File: src/sv/edf_pkg.sv
`default_nettype none

package edf_pkg;

    localparam int MAX_TASKS = 8;
    localparam int TIME_BITS = 16;
    localparam int SLOT_W    = $clog2(MAX_TASKS);
    localparam int CNT_W     = $clog2(MAX_TASKS + 1);
    localparam int MASK_W    = 8;

    typedef logic [TIME_BITS-1:0] time_t;

    typedef enum logic {
        CMD_LOAD = 1'b0,
        CMD_TICK = 1'b1
    } edf_cmd_t;

    typedef struct packed {
        logic        command;
        logic [2:0]  task_index;
        logic [15:0] release_offset;
        logic [15:0] compute_time;
        logic [15:0] relative_deadline;
        logic [15:0] period_length;
    } edf_req_t;

    typedef struct packed {
        logic              running_valid;
        logic [2:0]        running_task;
        logic [MASK_W-1:0] released_mask;
        logic [MASK_W-1:0] missed_mask;
    } edf_rsp_t;

    typedef enum logic [1:0] {
        ST_IDLE,
        ST_SCAN,
        ST_CHARGE,
        ST_DONE
    } edf_state_t;

endpackage

`default_nettype wire

File: src/sv/edf_tick_scheduler.sv
`default_nettype none

// Periodic-task earliest-deadline-first scheduler. A load request takes effect at
// its accept edge and its all-zero result strobes on done in the cycle after the
// accept; the block is free again once the strobe is over. A tick request walks
// the N = min(task_count, 8) active slots twice through one per-slot compare and
// decrement unit, one slot per cycle: a release and selection pass, then a charge
// and deadline pass. Its result strobes on done after the charge pass, and the
// next request can be accepted once busy is low again; with no active slot a tick
// goes straight to done. The result is valid for the one cycle done is high; the
// receiver cannot stall it. Write task_count only while busy is low.
module edf_tick_scheduler (
    input  wire logic              clk,
    input  wire logic              rst_n,
    input  wire logic              start,
    input  wire edf_pkg::edf_req_t req,
    output logic                   busy,
    output logic                   done,
    output edf_pkg::edf_rsp_t      rsp,
    input  wire logic              cfg_we,
    input  wire logic [3:0]        cfg_data
);

    edf_pkg::edf_state_t state_reg, state_next;

    logic [3:0] task_count_reg;

    edf_pkg::time_t stored_compute_reg  [edf_pkg::MAX_TASKS];
    edf_pkg::time_t stored_deadline_reg [edf_pkg::MAX_TASKS];
    edf_pkg::time_t stored_period_reg   [edf_pkg::MAX_TASKS];
    edf_pkg::time_t countdown_reg       [edf_pkg::MAX_TASKS];
    edf_pkg::time_t work_reg            [edf_pkg::MAX_TASKS];
    edf_pkg::time_t dl_left_reg         [edf_pkg::MAX_TASKS];
    logic [edf_pkg::MAX_TASKS-1:0] loaded_reg;

    logic [edf_pkg::CNT_W-1:0] cnt_reg, cnt_next;
    logic [edf_pkg::CNT_W-1:0] active;
    logic [edf_pkg::SLOT_W-1:0] slot;
    logic last_slot;

    logic                        found_reg, found_next;
    logic [edf_pkg::SLOT_W-1:0]  best_reg, best_next;
    edf_pkg::time_t              best_dl_reg, best_dl_next;
    logic [edf_pkg::MASK_W-1:0]  released_reg, released_next;
    logic [edf_pkg::MASK_W-1:0]  missed_reg, missed_next;

    logic accept;
    logic load_we;

    // Per-slot unit signals.
    edf_pkg::time_t cur_cd, cur_work, cur_dl;
    edf_pkg::time_t new_cd, new_work, new_dl;
    logic           slot_we;
    logic           cur_loaded;
    logic           rel_hit;
    logic           in_mask;
    logic [2:0]     mask_idx;

    assign accept    = start && !busy;
    assign load_we   = accept && (req.command == edf_pkg::CMD_LOAD)
                       && (32'(req.task_index) < edf_pkg::MAX_TASKS);
    assign active    = (32'(task_count_reg) > edf_pkg::MAX_TASKS)
                       ? edf_pkg::CNT_W'(edf_pkg::MAX_TASKS)
                       : edf_pkg::CNT_W'(task_count_reg);
    assign slot      = cnt_reg[edf_pkg::SLOT_W-1:0];
    assign last_slot = (edf_pkg::CNT_W'(cnt_reg + 1'b1) == active);
    assign cur_cd     = countdown_reg[slot];
    assign cur_work   = work_reg[slot];
    assign cur_dl     = dl_left_reg[slot];
    assign cur_loaded = loaded_reg[slot];
    assign in_mask    = (32'(slot) < edf_pkg::MASK_W);
    assign mask_idx   = 3'(slot);

    always_ff @(posedge clk or negedge rst_n)
    begin
        if (!rst_n)
        begin
            state_reg      <= edf_pkg::ST_IDLE;
            task_count_reg <= '0;
            cnt_reg        <= '0;
            found_reg      <= 1'b0;
            best_reg       <= '0;
            best_dl_reg    <= '0;
            released_reg   <= '0;
            missed_reg     <= '0;
        end
        else
        begin
            state_reg    <= state_next;
            cnt_reg      <= cnt_next;
            found_reg    <= found_next;
            best_reg     <= best_next;
            best_dl_reg  <= best_dl_next;
            released_reg <= released_next;
            missed_reg   <= missed_next;
            if (cfg_we)
            begin
                task_count_reg <= cfg_data;
            end
        end
    end

    // Task parameters need no reset; they are only read for loaded slots.
    always_ff @(posedge clk)
    begin
        if (load_we)
        begin
            stored_compute_reg[req.task_index]  <= edf_pkg::TIME_BITS'(req.compute_time);
            stored_deadline_reg[req.task_index] <=
                edf_pkg::TIME_BITS'(req.relative_deadline);
            stored_period_reg[req.task_index]   <= edf_pkg::TIME_BITS'(req.period_length);
        end
    end

    always_ff @(posedge clk or negedge rst_n)
    begin
        if (!rst_n)
        begin
            for (int i = 0; i < edf_pkg::MAX_TASKS; i++)
            begin
                countdown_reg[i] <= '0;
                work_reg[i]      <= '0;
                dl_left_reg[i]   <= '0;
            end
            loaded_reg <= '0;
        end
        else if (load_we)
        begin
            countdown_reg[req.task_index] <= edf_pkg::TIME_BITS'(req.release_offset);
            work_reg[req.task_index]      <= '0;
            dl_left_reg[req.task_index]   <= '0;
            loaded_reg[req.task_index]    <= 1'b1;
        end
        else if (slot_we)
        begin
            countdown_reg[slot] <= new_cd;
            work_reg[slot]      <= new_work;
            dl_left_reg[slot]   <= new_dl;
        end
    end

    always_comb
    begin
        state_next    = state_reg;
        cnt_next      = cnt_reg;
        found_next    = found_reg;
        best_next     = best_reg;
        best_dl_next  = best_dl_reg;
        released_next = released_reg;
        missed_next   = missed_reg;
        new_cd        = cur_cd;
        new_work      = cur_work;
        new_dl        = cur_dl;
        slot_we       = 1'b0;
        rel_hit       = 1'b0;
        busy          = (state_reg != edf_pkg::ST_IDLE);
        done          = (state_reg == edf_pkg::ST_DONE);

        unique case (state_reg)
            edf_pkg::ST_IDLE:
            begin
                if (accept)
                begin
                    cnt_next      = '0;
                    found_next    = 1'b0;
                    best_next     = '0;
                    best_dl_next  = '0;
                    released_next = '0;
                    missed_next   = '0;
                    if (req.command == edf_pkg::CMD_TICK && active != '0)
                    begin
                        state_next = edf_pkg::ST_SCAN;
                    end
                    else
                    begin
                        state_next = edf_pkg::ST_DONE;
                    end
                end
            end

            edf_pkg::ST_SCAN:
            begin
                // Release a new job if the countdown expired, then offer the slot
                // to the running earliest-deadline comparison.
                rel_hit = cur_loaded && (cur_cd == '0);
                if (rel_hit)
                begin
                    new_work = stored_compute_reg[slot];
                    new_dl   = stored_deadline_reg[slot];
                    new_cd   = stored_period_reg[slot];
                    slot_we  = 1'b1;
                    if (in_mask)
                    begin
                        released_next[mask_idx] = 1'b1;
                        if (cur_work != '0)
                        begin
                            missed_next[mask_idx] = 1'b1;
                        end
                    end
                end
                if (cur_loaded && new_work != '0 && (!found_reg || new_dl < best_dl_reg))
                begin
                    found_next   = 1'b1;
                    best_next    = slot;
                    best_dl_next = new_dl;
                end
                if (last_slot)
                begin
                    cnt_next   = '0;
                    state_next = edf_pkg::ST_CHARGE;
                end
                else
                begin
                    cnt_next = edf_pkg::CNT_W'(cnt_reg + 1'b1);
                end
            end

            edf_pkg::ST_CHARGE:
            begin
                if (cur_loaded)
                begin
                    slot_we = 1'b1;
                    if (found_reg && slot == best_reg)
                    begin
                        new_work = cur_work - 1'b1;
                    end
                    if (cur_cd != '0)
                    begin
                        new_cd = cur_cd - 1'b1;
                    end
                    if (new_work != '0)
                    begin
                        if (cur_dl != '0)
                        begin
                            new_dl = cur_dl - 1'b1;
                        end
                        if (new_dl == '0)
                        begin
                            new_work = '0;
                            if (in_mask)
                            begin
                                missed_next[mask_idx] = 1'b1;
                            end
                        end
                    end
                end
                if (last_slot)
                begin
                    cnt_next   = '0;
                    state_next = edf_pkg::ST_DONE;
                end
                else
                begin
                    cnt_next = edf_pkg::CNT_W'(cnt_reg + 1'b1);
                end
            end

            edf_pkg::ST_DONE:
            begin
                state_next = edf_pkg::ST_IDLE;
            end

            default:
            begin
                state_next = edf_pkg::ST_IDLE;
            end
        endcase
    end

    assign rsp.running_valid = found_reg;
    assign rsp.running_task  = found_reg ? 3'(best_reg) : 3'd0;
    assign rsp.released_mask = released_reg;
    assign rsp.missed_mask   = missed_reg;

endmodule

`default_nettype wire

File: config.mk
export PLATFORM = sky130hd
export DESIGN_NAME = edf_tick_scheduler
export DESIGN_NICKNAME = d
export VERILOG_FILES = /design/src/sv/edf_pkg.sv /design/src/sv/edf_tick_scheduler.sv
export SDC_FILE = /design/constraint.sdc
export NUM_CORES = 1
export LEC_CHECK = 0
export BUFFER_PORTS_ARGS = -buffer_cell sky130_fd_sc_hd__buf_4
export CAP_MARGIN = 20
export CORE_UTILIZATION = 35
export DETAILED_ROUTE_END_ITERATION = 16
export PLACE_DENSITY_LB_ADDON = 0.08
export SYNTH_ARGS = -nofsm -noshare
export SYNTH_HDL_FRONTEND = slang
export SYNTH_SLANG_ARGS = --single-unit
File: constraint.sdc
create_clock -name clk -period 6.3 [get_ports clk]
set_input_delay 0.315 -clock clk [delete_from_list [all_inputs] [get_ports clk]]
set_output_delay 0.315 -clock clk [all_outputs]
set_load 0.01 [all_outputs]
==> run_results.csv, run 1 <==
group,metric,value,unit
timing,slew_viol_final,0,
timing,tightestPinTransition,1.29,ns
timing,setup_viol,0,
synthesis,netlist_area,0.0376,sq mm
job,maxCapViolCount,0,
worst_setup_path,end_kind,"register",
drt,ant_nets,0,
timing,finalClockSkew,0.0325,ns
clock_network,insertion_delay,0.70,ns
clock_network,cts_tree,"built",
synthesis,synth_seq_cells,822,
die,die_h,330,um
timing,max_freq,0.170,GHz
drt,viasPerCell,6.11,
global_route,grt_pass1_wl,220000,um
run_status,status,"finished clean",
pwr,p_leak,17.1,nW
timing,rsz0062_at_grt,"false",
die,die-width,330,um
pwr,p_per_area,503,mW/mm^2
timing,period_share,93.3,%
worst_setup_path,cp_max_fo,37,
timing,worst_hold_slack,0.167,ns
global_route,antenna_found_initial,4,
global_route,overflow,0,
place,routabilityCongestion,0.929,
die,core_area,0.106,sq mm
pwr,p_seq_share,31.5,%
clock_network,clock_path_buffers,3,
worst_setup_path,crit_type,"reg -> reg",
timing,min_period,5.88,ns
timing,slew_headroom,14.2,%
cells_and_area,regArea,0.0225,sq mm
cells_and_area,fill_cells,9946,
drt,drc,0,
synthesis,ys_seq_area_share,59.8,%
cells_and_area,area_growth,18.3,%
drt,vias,29800,
pwr,pwr-share-comb,43.4,%
cells_and_area,multi_input_area,0.0139,sq mm
drt,detail_route.wl_per_cell,31.7,um
worst_hold_path,worstHoldPathCells,3,
worst_hold_path,holdPathEnd,"released_reg[1]",
die,die-area,0.109,sq mm
worst_setup_path,crit_path_start_kind,"register",
timing,hold_viol,0,
timing,tns,0,ns
worst_setup_path,r2r-start,"cnt_reg[2]",
clock_network,cts_root_buf,"clkbuf_16",
die,start_util,35.5,%
global_route,grt_use_total,28.3,%
place,pre_cts_ws,0.457,ns
place,dp_hpwl,98200,um
pwr,p_sw,0.00945,W
synthesis,synth_cell_types,104,
place,io_buffers,97,
clock_network,h-tree-depth,3,
worst_setup_path,reg2reg_depth,21,
pwr,vdd_drop_max,0.331,mV
clock_network,cts.reportedPaths.clkPinSlew,0.06,ns
pwr,clockPowerShare,25.1,%
synthesis,ys_warn_count,0,
synthesis,synth_flop_cell,"dfrtp_1",
global_route,grt_pass1_vias,29300,
die,rows,119,
synthesis,synthCells,3180,
clock_network,cts_inserted_buffers,94,
synthesis,avgSynthCellArea,11.8,sq um
synthesis,synth_nets,3282,
timing,setup_ws,0.424,ns
pwr,swShare,42.2,%
cells_and_area,drive_gt1_share,17.9,%
drt,first_pass_iters,5,
clock_network,clock_sinks,822,
die,io_pins,98,
cells_and_area,nNetsFinal,3499,
pwr,p_int,0.0129,W
worst_setup_path,arrival,6.45,ns
synthesis,synth-edff-count,384,
global_route,grt_max_degree,138,
worst_setup_path,r2r_slack,0.42,ns
worst_setup_path,r2r-end,"best_dl_reg[4]",
drt,routed_wl,155000,um
worst_hold_path,worst_hold_path_type,"in -> reg",
worst_hold_path,min-delay-start,"start",
worst_setup_path,crit_required,6.88,ns
synthesis,synthArstFlopShare,53.3,%
drt,drt_iter0_drc,3096,
-- routing by layer --
| metal | share of wire, % | GRT usage, % |
|---|---|---|
| met1 | 44 | 40.0 |
| met2 | 45 | 43.9 |
| met3 | 7.3 | 4.88 |
| met4 | 3.3 | 9.90 |
| met5 | 0 | 0 |
-- synth_stat cells (8+ instances only) --
library cell | instances | area [sq um]
a211oi_1 | 24 | 180
a21oi_1 | 135 | 676
a221o_1 | 15 | 150
a221oi_1 | 22 | 193
a22o_1 | 38 | 333
a22oi_1 | 158 | 1190
and2_1 | 14 | 87.6
and3_1 | 16 | 100
and4_1 | 8 | 70.1
buf_1 | 23 | 86.3
buf_2 | 39 | 195
buf_4 | 9 | 67.6
buf_6 | 16 | 180
clkbuf_1 | 147 | 552
dfrtp_1 | 438 | 11000
edfxtp_1 | 384 | 11500
ha_1 | 26 | 325
inv_1 | 40 | 150
mux2_2 | 47 | 529
mux2i_1 | 81 | 811
mux4_2 | 57 | 1280
nand2_1 | 294 | 1100
nand2b_1 | 22 | 138
nand3_1 | 126 | 631
nand4_1 | 13 | 81.3
nor2_1 | 152 | 571
nor2b_1 | 14 | 87.6
nor3_1 | 42 | 210
nor4_1 | 16 | 100
o21a_1 | 8 | 60.1
o21ai_0 | 328 | 1640
o21ai_1 | 53 | 265
o221ai_1 | 22 | 193
o22a_1 | 10 | 87.6
o22ai_1 | 120 | 751
o2bb2ai_1 | 20 | 175
o31ai_1 | 8 | 60.1
o32ai_1 | 8 | 70.1
or3_1 | 10 | 62.6
xnor2_1 | 11 | 96.3
xor2_1 | 8 | 70.1
-- worst max-delay path, cell delays in order (launching register included) --
cell,delay (ns)
dfrtp_4,0.79
buf_4,0.33
mux4_2,0.34
a2111oi_0,0.49
buf_4,0.20
and4_1,0.24
or3b_2,0.63
nand2b_1,0.23
a21boi_0,0.20
ha_1,0.35
a21o_1,0.17
a21o_1,0.17
a21o_1,0.17
a21oi_1,0.14
nor2b_1,0.05
o21ai_0,0.15
nand2b_1,0.07
a21oi_1,0.16
o2111ai_1,0.14
buf_4,0.26
a21o_1,0.22
a32o_1,0.21
-- timing repair --
item                                   CTS  global route
endpoints found under the hold margin  587             0
setup buffers                            0             0
hold buffers                            74             0
setup endpoints to repair                0            15
resized for setup                        0             1
-- worst max path at each step --
stage                    start              to  slack (ns)
floorplan           cnt_reg[2]     best_reg[0]        0.35
detailed placement  cnt_reg[2]  best_dl_reg[4]        0.46
global placement    cnt_reg[2]     best_reg[1]        0.45
finish              cnt_reg[2]  best_dl_reg[4]        0.42
CTS                 cnt_reg[2]  best_dl_reg[4]        0.43
global route        cnt_reg[2]     best_reg[2]        0.08
-- layout by cell type, fill, tap and decap left out, types with 11 or more instances in the layout --
| cell | count |
|---|---|
| nand2b_1 | 22 |
| mux2i_1 | 81 |
| a21oi_1 | 135 |
| a221oi_1 | 22 |
| clkinv_1 | 14 |
| o21ai_1 | 53 |
| nand2_1 | 289 |
| nor2_1 | 142 |
| nor4_1 | 16 |
| edfxtp_1 | 384 |
| buf_4 | 273 |
| and3_1 | 16 |
| ha_1 | 26 |
| dfrtp_1 | 435 |
| inv_1 | 38 |
| nand4_1 | 13 |
| a22oi_1 | 158 |
| nand3_1 | 125 |
| a22o_1 | 38 |
| a221o_1 | 15 |
| o221ai_1 | 22 |
| o21ai_0 | 328 |
| nor3_1 | 40 |
| a211oi_1 | 24 |
| clkbuf_16 | 96 |
| clkbuf_8 | 12 |
| o2bb2ai_1 | 20 |
| mux4_2 | 57 |
| mux2_2 | 47 |
| clkbuf_1 | 18 |
| nor2b_1 | 14 |
| xnor2_1 | 11 |
| o22ai_1 | 120 |
| clkinv_2 | 22 |
| dlygate4sd3_1 | 74 |
| and2_1 | 14 |
-- power by group through the flow --
stage | clock [W] | combinational (W) | sequential [W]
floorplan | 0 | 0.00564 | 0.00689
global placement | 0 | 0.00949 | 0.00712
detailed placement | 0 | 0.00952 | 0.00712
CTS | 0.00571 | 0.00960 | 0.00704
global route | 0.00591 | 0.0103 | 0.00715
finish | 0.00561 | 0.00972 | 0.00705
-- layout make-up --
cell class                 count  share of cell area, %
multi-input combinational   2073                   31.3
antenna                        3                 0.0169
timing repair buffer         357                   6.66
tap                         1391                   3.91
clock buffer                 126                   5.92
sequential                   822                   50.6
clock inverter                50                   1.15
inverter                      49                  0.444
-- cell families after synthesis --
family,synth area share (%)
compound gates,18.6
flops,59.8
simple gates,9.74
buf+inv,3.42
mux,7.12
fa+ha+maj,0.865
xor+xnor,0.442
-- through the flow --
stage	utilization [%]	total power [W]	cell area [sq um]	cells
final	42.0	0.0224	44500	4871
after global placement	38.3	0.0166	40600	4615
after CTS	42.0	0.0223	44500	4868
after floorplan	-	0.0125	37600	3180
after detailed placement	38.3	0.0166	40600	4618
after global routing	42.0	0.0233	44500	4868
Power figures use the tool's default switching activity.
==> inputs of run 2 (changes only) <==
Settings changed: ABC_AREA set to 1.
==> run_results.csv, run 2 <==
group,metric,value,unit
run_status,status,"finished clean",
cells_and_area,fill_cells,11700,
worst_setup_path,cp_cell_sequence,"inv_6, buf_4, buf_4, o21ai_1, and2_1, o21ai_1, nand2_1, inv_2, ha_1, nand2_1, nor2_1, nand2_2, nand2_1, nand3_1, nor3_2, nand3_4, nand2_2, nand2_2, nand2_1, o21ai_2",
drt,ant_nets,0,
drt,first_pass_iters,6,
clock_network,cts_inserted_buffers,96,
global_route,grt_max_degree,135,
cells_and_area,regArea,0.0225,sq mm
drt,vias,36000,
worst_setup_path,path_common_cell,"nand2_1",
global_route,grt_pass1_wl,244000,um
die,die_h,346,um
die,die-area,0.120,sq mm
synthesis,netlist_area,0.0414,sq mm
synthesis,ys_seq_area_share,54.3,%
clock_network,cts.reportedPaths.clkPinSlew,0.06,ns
worst_setup_path,crit_type,"reg -> reg",
cells_and_area,drive_gt1_share,11.2,%
worst_setup_path,crit_required,6.87,ns
die,die-width,346,um
timing,rsz0062_at_grt,"false",
clock_network,insertion_delay,0.72,ns
worst_setup_path,path_buf_inv,4,
pwr,p_per_area,574,mW/mm^2
job,maxCapViolCount,0,
pwr,vdd_drop_max,0.298,mV
cells_and_area,final_cell_mix,"nand2_1, dfrtp_1, nand3_1",
synthesis,synth_seq_cells,822,
clock_network,cts.repair.resized,0,
worst_setup_path,crit_path_start_kind,"register",
worst_setup_path,end_kind,"register",
synthesis,synth_flop_cell,"dfrtp_1",
drt,drt_iter0_drc,3550,
cells_and_area,final_common_cell,"nand2_1",
die,start_util,35.5,%
synthesis,synth_cell_types,58,
cells_and_area,final_util,40.8,%
synthesis,yosysMostFrequentCell,"nand2_1",
worst_setup_path,slowest_delay,0.55,ns
clock_network,postCtsSetupBuffers,0,
timing,period_share,87.1,%
timing,hold_viol,0,
clock_network,cts_tree,"built",
cells_and_area,nNetsFinal,4941,
global_route,grt_use_total,27.3,%
drt,routed_wl,165000,um
timing,max_freq,0.182,GHz
synthesis,ys_warn_count,0,
cells_and_area,area_growth,15.1,%
synthesis,synth_area_leader_cell,"edfxtp_1",
synthesis,ys_top_cells_by_area,"edfxtp_1, dfrtp_1, nand2_1",
drt,drc,0,
timing,slew_viol_final,0,
pwr,power.total,0.0274,W
place,io_buffers,97,
die,rows,125,
synthesis,synth-edff-count,384,
timing,slew_headroom,25.9,%
global_route,grt_pass1_vias,34800,
synthesis,synth_top_area_share,27.8,%
die,core_area,0.117,sq mm
die,io_pins,98,
worst_setup_path,arrival,6.06,ns
drt,viasPerCell,5.58,
synthesis,synth_common_cells,"nand2_1, dfrtp_1, nand3_1, nor2_1",
worst_setup_path,crit_path_top_delay_cell,"buf_4",
synthesis,synth_nets,4837,
global_route,antenna_found_initial,7,
synthesis,avgSynthCellArea,8.75,sq um
cells_and_area,multi_input_area,0.0163,sq mm
worst_setup_path,cp_max_fo,47,
place,dp_hpwl,100000,um
drt,detail_route.wl_per_cell,25.7,um
clock_network,clock_path_buffers,3,
clock_network,clock_sinks,822,
place,routabilityCongestion,0.923,
clock_network,h-tree-depth,3,
clock_network,cts_root_buf,"clkbuf_16",
synthesis,synthCells,4735,
synthesis,synthArstFlopShare,53.3,%
clock_network,hold_buffers,73,
pwr,p_leak,20.1,nW
timing,min_period,5.49,ns
timing,tns,0,ns
worst_setup_path,crit_family,"simple AND/OR/NAND/NOR gates",
global_route,overflow,0,
timing,setup_viol,0,
timing,tightestPinTransition,1.11,ns
timing,finalClockSkew,0.0576,ns
worst_hold_path,worst_hold_path_type,"in -> reg",
==> run 2: cell types whose count changed in the layout (fill, tap and decap cells not counted), moves of 52 or more <==
cell	change
nand2_1	+816
inv_1	+343
nand3_1	+295
nor2_1	+231
a21oi_1	+200
a22oi_1	-119
buf_4	-93
mux2i_1	-81
mux4_2	-57
o21ai_0	-54
o221ai_1	+52
==> run 2: worst min-delay path, stage by stage <==
cell	delay, ns
buf_4	0.08
inv_1	0.20
o211ai_1	0.24
==> run 2: layout make-up <==
| type | count | area share [%] |
|---|---|---|
| timing repair buffer | 259 | 4.59 |
| multi-input combinational | 3240 | 34.1 |
| antenna | 1 | 0.00524 |
| clock buffer | 124 | 5.53 |
| sequential | 822 | 47.1 |
| clock inverter | 56 | 1.26 |
| tap | 1524 | 4.00 |
| inverter | 420 | 3.32 |
==> run 2: metal layers <==
metal | share of wire [%] | track usage, %
met4 | 3.4 | 9.30
met3 | 7.1 | 4.56
met2 | 44 | 41.5
met1 | 46 | 39.1
met5 | 0.027 | 0
==> run 2: path summary, 6_finish.rpt <==
check,from,endpoint,slack [ns],cells past startpoint
min in group asynchronous,rst_n,work_reg[20],0.29,2
worst max-delay path,cnt_reg[0],missed_reg[7],0.81,20
max in group asynchronous,rst_n,dl_left_reg[84],4.69,3
worst min-delay path,req[49],countdown_reg[113],0.15,3
worst max register to register,cnt_reg[0],missed_reg[7],0.81,20
worst min register to register,loaded_reg[3],loaded_reg[3],0.46,2
==> run 2: cells by family (layout without fill, tap and decap cells) <==
| family | count (synthesis) | count (layout) | synth area share [%] |
|---|---|---|---|
| adders and majority gates | 26 | 26 | 0.785 |
| other | 0 | 1 | 0 |
| AOI/OAI and AO/OA | 1062 | 1062 | 15.2 |
| and+or+nand+nor | 2135 | 2135 | 22.5 |
| xor gates and xnor gates | 17 | 17 | 0.359 |
| DFF | 822 | 822 | 54.3 |
| buffers and inverters | 673 | 859 | 6.85 |
==> run 2: power breakdown <==
| group | switching (W) | leakage [nW] | internal (W) |
|---|---|---|---|
| Sequential | 0.000755 | 8.98 | 0.00687 |
| Combinational | 0.0103 | 9.54 | 0.00369 |
| Clock | 0.00243 | 1.59 | 0.00331 |
==> run 2: metrics by stage <==
stage	hold slack, ns	worst slack (ns)	cell area, sq um	cells
after floorplan	0.0194	1.60	41400	4735
after global placement	0.441	0.949	43700	6191
after detailed placement	0.427	0.952	43700	6192
after CTS	0.110	0.919	47700	6445
after global routing	0.142	0.308	47700	6446
final	0.151	0.811	47700	6446
